<file path="src/rtl/tmb_pkg.sv">
// tmb_pkg: shared constants for the task mailbox store.
// Holds field widths, stream word layout, operation codes and parameter defaults.
// No dependencies.
package tmb_pkg;

    // Field widths of the input and result words
    localparam int OP_W     = 2;
    localparam int TASK_W   = 4;
    localparam int MSG_W    = 32;
    localparam int IN_TDATA_W  = 40;   // 2 + 4 + 32 = 38, padded to whole bytes
    localparam int OUT_TDATA_W = 40;   // 1 + 1 + 32 = 34, padded to whole bytes

    // Operation codes
    localparam logic [OP_W-1:0] OP_SEND  = 2'd0;
    localparam logic [OP_W-1:0] OP_GET   = 2'd1;
    localparam logic [OP_W-1:0] OP_CLEAR = 2'd2;

    // Parameter defaults
    localparam int NUM_TASKS_DEF      = 16;
    localparam int SLOTS_PER_TASK_DEF = 4;
    localparam int DATA_WIDTH_DEF     = 32;

endpackage : tmb_pkg

</file>
<file path="src/rtl/task_mailbox_slots.sv">
// task_mailbox_slots: mailbox store, one group of slots per task, interleaved by task count.
// Send, clear and unused codes and a get that finds none give their result in the cycle
// after acceptance; a get that finds a message passes the payload memory read and S_READ.
// A new word waits while a get is in S_READ or the output stage holds an undrained result.
// Reset: synchronous, active low; clears all valid marks, the state and the output valid flag.
// Depends on tmb_pkg.
module task_mailbox_slots #(
    parameter int NUM_TASKS      = tmb_pkg::NUM_TASKS_DEF,
    parameter int SLOTS_PER_TASK = tmb_pkg::SLOTS_PER_TASK_DEF,
    parameter int DATA_WIDTH     = tmb_pkg::DATA_WIDTH_DEF
) (
    input  logic                             i_clk,
    input  logic                             i_rst_n,
    // op [1:0], dest_task [5:2], message_data [37:6], zero [39:38]
    input  logic [tmb_pkg::IN_TDATA_W-1:0]   i_s_axis_tdata,
    input  logic                             i_s_axis_tvalid,
    output logic                             o_s_axis_tready,
    // accepted [0], found [1], read_data [33:2], zero [39:34]
    output logic [tmb_pkg::OUT_TDATA_W-1:0]  o_m_axis_tdata,
    output logic                             o_m_axis_tvalid,
    input  logic                             i_m_axis_tready
);
    import tmb_pkg::*;

    localparam int DEPTH = NUM_TASKS * SLOTS_PER_TASK;
    localparam int AW    = (DEPTH > 1) ? $clog2(DEPTH) : 1;
    localparam int TW    = (NUM_TASKS > 1) ? $clog2(NUM_TASKS) : 1;
    localparam int KW    = (SLOTS_PER_TASK > 1) ? $clog2(SLOTS_PER_TASK) : 1;

    typedef enum logic {
        S_IDLE,
        S_READ
    } t_state;

    t_state                    r_state;
    logic [NUM_TASKS-1:0]      r_valid [SLOTS_PER_TASK];
    logic                      r_out_valid;
    logic                      r_out_acc;
    logic                      r_out_found;
    logic [MSG_W-1:0]          r_out_data;
    logic [DATA_WIDTH-1:0]     r_mem [DEPTH];
    logic [DATA_WIDTH-1:0]     r_mem_q;

    logic [OP_W-1:0]           w_op;
    logic [TASK_W-1:0]         w_dest;
    logic [MSG_W-1:0]          w_msg;
    logic                      w_in_fire;
    logic                      w_in_range;
    logic [TW-1:0]             w_task;
    logic [SLOTS_PER_TASK-1:0] w_slot_vld;
    logic                      w_free_hit;
    logic [KW-1:0]             w_free_slot;
    logic                      w_get_hit;
    logic [KW-1:0]             w_get_slot;
    logic                      w_send_ok;
    logic                      w_get_ok;
    logic [KW-1:0]             w_slot;
    logic [AW-1:0]             w_addr;
    logic                      w_mem_we;
    logic                      w_mem_re;
    logic                      w_any_valid;

    // Unpack the input word
    assign w_op   = i_s_axis_tdata[OP_W-1:0];
    assign w_dest = i_s_axis_tdata[OP_W+TASK_W-1:OP_W];
    assign w_msg  = i_s_axis_tdata[OP_W+TASK_W+MSG_W-1:OP_W+TASK_W];

    // Take a word when idle and the output stage is free or draining
    assign o_s_axis_tready = (r_state == S_IDLE) && (!r_out_valid || i_m_axis_tready);
    assign w_in_fire       = i_s_axis_tvalid && o_s_axis_tready;

    assign w_in_range = (32'(w_dest) < NUM_TASKS);
    assign w_task     = TW'(w_dest);

    // Gather the task's marks and find the lowest free and lowest valid slot
    always_comb begin
        w_free_hit  = 1'b0;
        w_free_slot = '0;
        w_get_hit   = 1'b0;
        w_get_slot  = '0;
        for (int k = 0; k < SLOTS_PER_TASK; k++) begin
            w_slot_vld[k] = w_in_range && r_valid[k][w_task];
        end
        for (int k = SLOTS_PER_TASK - 1; k >= 0; k--) begin
            if (!w_slot_vld[k]) begin
                w_free_hit  = 1'b1;
                w_free_slot = KW'(k);
            end
            if (w_slot_vld[k]) begin
                w_get_hit  = 1'b1;
                w_get_slot = KW'(k);
            end
        end
    end

    assign w_send_ok = w_in_range && w_free_hit;
    assign w_get_ok  = w_in_range && w_get_hit;

    // Slot s of a task sits at s * NUM_TASKS + task
    assign w_slot   = (w_op == OP_SEND) ? w_free_slot : w_get_slot;
    assign w_addr   = AW'(32'(w_slot) * NUM_TASKS + 32'(w_task));
    assign w_mem_we = w_in_fire && (w_op == OP_SEND) && w_send_ok;
    assign w_mem_re = w_in_fire && (w_op == OP_GET) && w_get_ok;

    // Payload memory: one port, registered read
    always_ff @(posedge i_clk) begin
        if (w_mem_we) begin
            r_mem[w_addr] <= DATA_WIDTH'(w_msg);
        end
        if (w_mem_re) begin
            r_mem_q <= r_mem[w_addr];
        end
    end

    // Control, valid marks and output stage
    always_ff @(posedge i_clk) begin
        if (!i_rst_n) begin
            r_state     <= S_IDLE;
            r_out_valid <= 1'b0;
            for (int k = 0; k < SLOTS_PER_TASK; k++) begin
                r_valid[k] <= '0;
            end
        end else begin
            if (r_out_valid && i_m_axis_tready) begin
                r_out_valid <= 1'b0;
            end
            case (r_state)
                S_IDLE: begin
                    if (w_in_fire) begin
                        r_out_acc   <= 1'b0;
                        r_out_found <= 1'b0;
                        r_out_data  <= '0;
                        case (w_op)
                            OP_SEND: begin
                                r_out_valid <= 1'b1;
                                r_out_acc   <= w_send_ok;
                                if (w_send_ok) begin
                                    r_valid[w_free_slot][w_task] <= 1'b1;
                                end
                            end
                            OP_GET: begin
                                if (w_get_ok) begin
                                    // wait in S_READ for the registered payload read
                                    r_valid[w_get_slot][w_task] <= 1'b0;
                                    r_state <= S_READ;
                                end else begin
                                    r_out_valid <= 1'b1;
                                end
                            end
                            OP_CLEAR: begin
                                r_out_valid <= 1'b1;
                                for (int k = 0; k < SLOTS_PER_TASK; k++) begin
                                    r_valid[k] <= '0;
                                end
                            end
                            default: begin
                                r_out_valid <= 1'b1;
                            end
                        endcase
                    end
                end
                S_READ: begin
                    r_out_valid <= 1'b1;
                    r_out_acc   <= 1'b0;
                    r_out_found <= 1'b1;
                    r_out_data  <= MSG_W'(r_mem_q);
                    r_state     <= S_IDLE;
                end
                default: begin
                    r_state <= S_IDLE;
                end
            endcase
        end
    end

    // Pack the result word
    assign o_m_axis_tvalid = r_out_valid;
    assign o_m_axis_tdata  = {(OUT_TDATA_W - MSG_W - 2)'(0), r_out_data, r_out_found, r_out_acc};

    // Any mark still set, for checking
    always_comb begin
        w_any_valid = 1'b0;
        for (int k = 0; k < SLOTS_PER_TASK; k++) begin
            w_any_valid = w_any_valid || (|r_valid[k]);
        end
    end

`ifndef SYNTHESIS
    // The output stage is empty while a payload read is in flight
    a_read_out_free: assert property (@(posedge i_clk) disable iff (!i_rst_n)
        (r_state == S_READ) |-> !r_out_valid)
        else $error("output stage busy during payload read");

    // A result never reports both a stored send and a found get
    a_flags_excl: assert property (@(posedge i_clk) disable iff (!i_rst_n)
        r_out_valid |-> !(r_out_acc && r_out_found))
        else $error("accepted and found both set");

    // Data is zero unless a message was found
    a_data_zero: assert property (@(posedge i_clk) disable iff (!i_rst_n)
        (r_out_valid && !r_out_found) |-> (r_out_data == '0))
        else $error("read data set without a found message");

    // A clear leaves no mark set
    a_clear_all: assert property (@(posedge i_clk) disable iff (!i_rst_n)
        (w_in_fire && (w_op == OP_CLEAR)) |=> !w_any_valid)
        else $error("valid mark left after clear");
`endif

endmodule : task_mailbox_slots

</file>
<file path="config.mk">
export PLATFORM = sky130hd
export DESIGN_NAME = task_mailbox_slots
export DESIGN_NICKNAME = d
export VERILOG_FILES = /design/src/rtl/tmb_pkg.sv /design/src/rtl/task_mailbox_slots.sv
export SDC_FILE = /design/constraint.sdc
export NUM_CORES = 2
export LEC_CHECK = 0
export BUFFER_PORTS_ARGS = -buffer_cell sky130_fd_sc_hd__buf_2
export CAP_MARGIN = 0
export CELL_PAD_IN_SITES_DETAIL_PLACEMENT = 1
export CELL_PAD_IN_SITES_GLOBAL_PLACEMENT = 2
export CORE_UTILIZATION = 40
export DETAILED_ROUTE_END_ITERATION = 10
export PLACE_DENSITY_LB_ADDON = 0.12
export SETUP_SLACK_MARGIN = 0.3
export SYNTH_ARGS = -nofsm -noshare
export SYNTH_HDL_FRONTEND = slang
export SYNTH_SLANG_ARGS = --single-unit
</file>
<file path="constraint.sdc">
create_clock -name i_clk -period 15.99 [get_ports i_clk]
set_clock_uncertainty 0.05 [all_clocks]
set_input_delay 0.7995 -clock i_clk [delete_from_list [all_inputs] [get_ports i_clk]]
set_output_delay 0.7995 -clock i_clk [all_outputs]
set_load 0.005 [all_outputs]
</file>
==> results.yml <==
cells_and_area:
  most_common_library_cell_in_the_layout_ignoring_fill_and_taps: "sky130_fd_sc_hd__edfxtp_1"
  top_library_cells_by_usage_in_the_layout_fill_and_taps_aside: "2178 x sky130_fd_sc_hd__edfxtp_1, 597 x sky130_fd_sc_hd__mux4_2, 228 x sky130_fd_sc_hd__clkbuf_16"
  instances_no_fill: 6829
  areaGrowthSynthToFinish_pct: 13.5
  final_layout_size_suffix_gt1_frac: 0.294
  fin_nets: 3904
routing:
  drt_iter0_markers: 4028
  routed-via-count: 39100
  per_cell_routed_wire_length_um: 33.1
  postRouteWirelength_um: 226000
  drcViolationCount: 0
  routed_antenna_nets: 0
  routed_vias_inst: 5.72
  detail_route.first_pass.iterations: 5
global_routing:
  grt.total_usage: 0.215
  grt_first_pass_wirelength_um: 317000
  first_global_vias: 41500
  antenna_found_initial: 9
  grt.overflow.total: 0
  grt_max_degree: 142
sta:
  min_period_ns: 5.69
  timing.final.setup_violations: 0
  slew_headroom: 0.123
  setup_tns_ns: 0
  period_share: 0.356
  timing.final.ws_setup_ns: 10.30
  final_max_slew_viol_count: 0
  hold_slack_ns: 0.198
  max_clock_freq_ghz: 0.176
  worst-slew-pin-transition_ns: 1.32
  rsz0062_at_grt: "no"
  report.final.hold_viol_count: 0
setup_path:
  cp_cell_sequence: "buf_8, buf_4, mux4_2, nand2_1, nand4_2, a41oi_2, nand2_1, nor4b_2, buf_4"
  critPathArrivalTime_ns: 6.12
  critPathBufInv: 3
  critical-path-top-delay-family: "buffers and inverters"
  critical_path_peak_fanout: 93
  start_kind: "input port"
  critPathCaptureType: "flip-flop"
  critical_path_class: "input port to flip-flop"
  slowest_stage: "sky130_fd_sc_hd__nand2_1"
  slowest_delay_ns: 0.90
  required_ns: 16.42
flow_run:
  max-cap-violations: 0
clock_network:
  cts-root-to-sink-buffers: 3
  clock-sinks: 2180
  clock_buffer_count_from_cts: 223
  clkLatencyLatePin_ns: 0.87
  cts-root-buf: "sky130_fd_sc_hd__clkbuf_16"
  holdBufCountCts: 0
  path_clk_slew_ns: 0.06
  h-tree-depth: 4
  cts.repair.resized: 0
  postCtsSetupRepairBufs: 0
  tritoncts: "built"
synthesis:
  synth_area_leader_cell: "sky130_fd_sc_hd__edfxtp_1"
  yosysWarningCount: 0
  ys_dominant_reg_cell: "sky130_fd_sc_hd__edfxtp_1"
  synth_area_per_cell_um2: 23.0
  post_synth_main_area_contributors: "sky130_fd_sc_hd__edfxtp_1 78%, sky130_fd_sc_hd__mux4_2 16%, sky130_fd_sc_hd__mux2i_1 1.2%, sky130_fd_sc_hd__a22oi_1 1.1%, sky130_fd_sc_hd__nand2_1 0.50%"
  synth_cell_types: 50
  synth-seq-area-share: 0.779
  synth-edff-count: 2178
  netlist_instances: 3650
  yosys_top_cell_area_share: 0.779
  synthesis.area_mm2: 0.0840
  synth-seq-cells: 2180
  ys_async_sr_fraction: 0
die:
  placementRows: 167
  chipHeight_um: 460
  die_x_um: 460
  starting_density_of_the_core: 0.404
  ios: 86
  core-area_mm2: 0.208
  die-area_mm2: 0.212
pwr:
  p_per_area_mw_per_mm2: 125
  standby_leakage_power_nw: 29.5
  power.ir.vdd_worst_mv: 0.114
  power_mw: 12.0
place:
  preCtsSetupSlack_ns: 9.44
  gp_routability_congestion: 0.792
  placed_cells: 6423
  number_of_port_buffers: 77
  dpl.hpwl_um: 123000
status:
  outcome: "complete, no violations"
min_path:
  hp-class: "input port to flip-flop"
## cell usage after synthesis, types with 3 or more instances
library cell	instances
sky130_fd_sc_hd__and2_1	36
sky130_fd_sc_hd__o2bb2ai_1	3
sky130_fd_sc_hd__edfxtp_1	2178
sky130_fd_sc_hd__nor4_1	5
sky130_fd_sc_hd__nand2_1	111
sky130_fd_sc_hd__a21oi_1	3
sky130_fd_sc_hd__o21ai_0	60
sky130_fd_sc_hd__nor4b_1	4
sky130_fd_sc_hd__nand2b_1	4
sky130_fd_sc_hd__nand3_1	10
sky130_fd_sc_hd__mux2i_1	101
sky130_fd_sc_hd__nor3_1	47
sky130_fd_sc_hd__buf_4	18
sky130_fd_sc_hd__nor2b_1	5
sky130_fd_sc_hd__inv_1	6
sky130_fd_sc_hd__nor2_1	81
sky130_fd_sc_hd__clkbuf_1	98
sky130_fd_sc_hd__a22oi_1	128
sky130_fd_sc_hd__buf_2	79
sky130_fd_sc_hd__mux4_2	597
sky130_fd_sc_hd__buf_1	20
sky130_fd_sc_hd__or2_2	3
sky130_fd_sc_hd__nor3_2	5
sky130_fd_sc_hd__o21ai_1	7
sky130_fd_sc_hd__nor3b_1	5
## registers in the layout, indices dropped and copies added (netlist names)
signal / cells
r_out_found: 1
r_state: 1
r_out_data: 32
r_valid: 64
r_mem: 2048
o_m_axis_tvalid: 1
r_mem_q: 32
r_out_acc: 1
## worst register-to-register path, cell delays in order, from the launching register on
cell	delay, ns
sky130_fd_sc_hd__edfxtp_1	0.44
sky130_fd_sc_hd__mux4_2	0.50
sky130_fd_sc_hd__mux4_2	0.60
sky130_fd_sc_hd__a41oi_2	0.80
sky130_fd_sc_hd__nand2_1	0.90
sky130_fd_sc_hd__nor4b_2	0.55
sky130_fd_sc_hd__buf_4	0.64
## path summary, 6_finish.rpt
kind / from / to / slack [ns] / cells after the start
hold reg to reg: r_mem_q[29] / r_out_data[29] / 0.49 / 1
hold / removal: i_rst_n / o_m_axis_tvalid / 0.20 / 2
setup reg to reg: r_valid[0][12] / r_mem[47][21] / 11.05 / 6
setup / recovery: i_s_axis_tdata[3] / r_mem[47][21] / 10.30 / 9
## routing by layer
metal,vias to the layer above,part of all wire,global-route usage
li1,16000,-,-
met5,-,0.000084,0
met2,1114,0.49,0.354
met4,4,0.020,0.0524
met3,283,0.056,0.0292
met1,21700,0.43,0.305
## cell families (layout without fill, tap and decap cells)
logic type	Yosys count	in the layout	synth area share
mux	699	699	0.172
other cells	1	17	0.0000446
compound gates	222	222	0.0183
flops	2180	2180	0.779
buf+inv	223	598	0.0121
simple gates	325	325	0.0182
## through the flow
step | cell area, um2 | util
2_1_floorplan | 84000 | -
3_3_place_gp | 88400 | 0.425
3_5_place_dp | 88400 | 0.425
4_1_cts | 95300 | 0.458
5_1_grt | 95300 | 0.458
6_report | 95300 | 0.458
## cell type report
class | count | area (um2)
antenna | 11 | 27.5
clock buffer | 278 | 5890
clock inverter | 117 | 1030
fill | 18500 | 113000
inverter | 6 | 22.5
multi-input combinational | 1252 | 18000
sequential | 2180 | 65400
tap | 2788 | 3490
timing repair buffer | 197 | 1360
## report_power, final
part | switching (mW) | internal (mW)
Combinational | 0.408 | 0.226
Clock | 2.12 | 2.87
Sequential | 0.00835 | 6.32
Note: power is estimated with default switching activity, not from simulation.
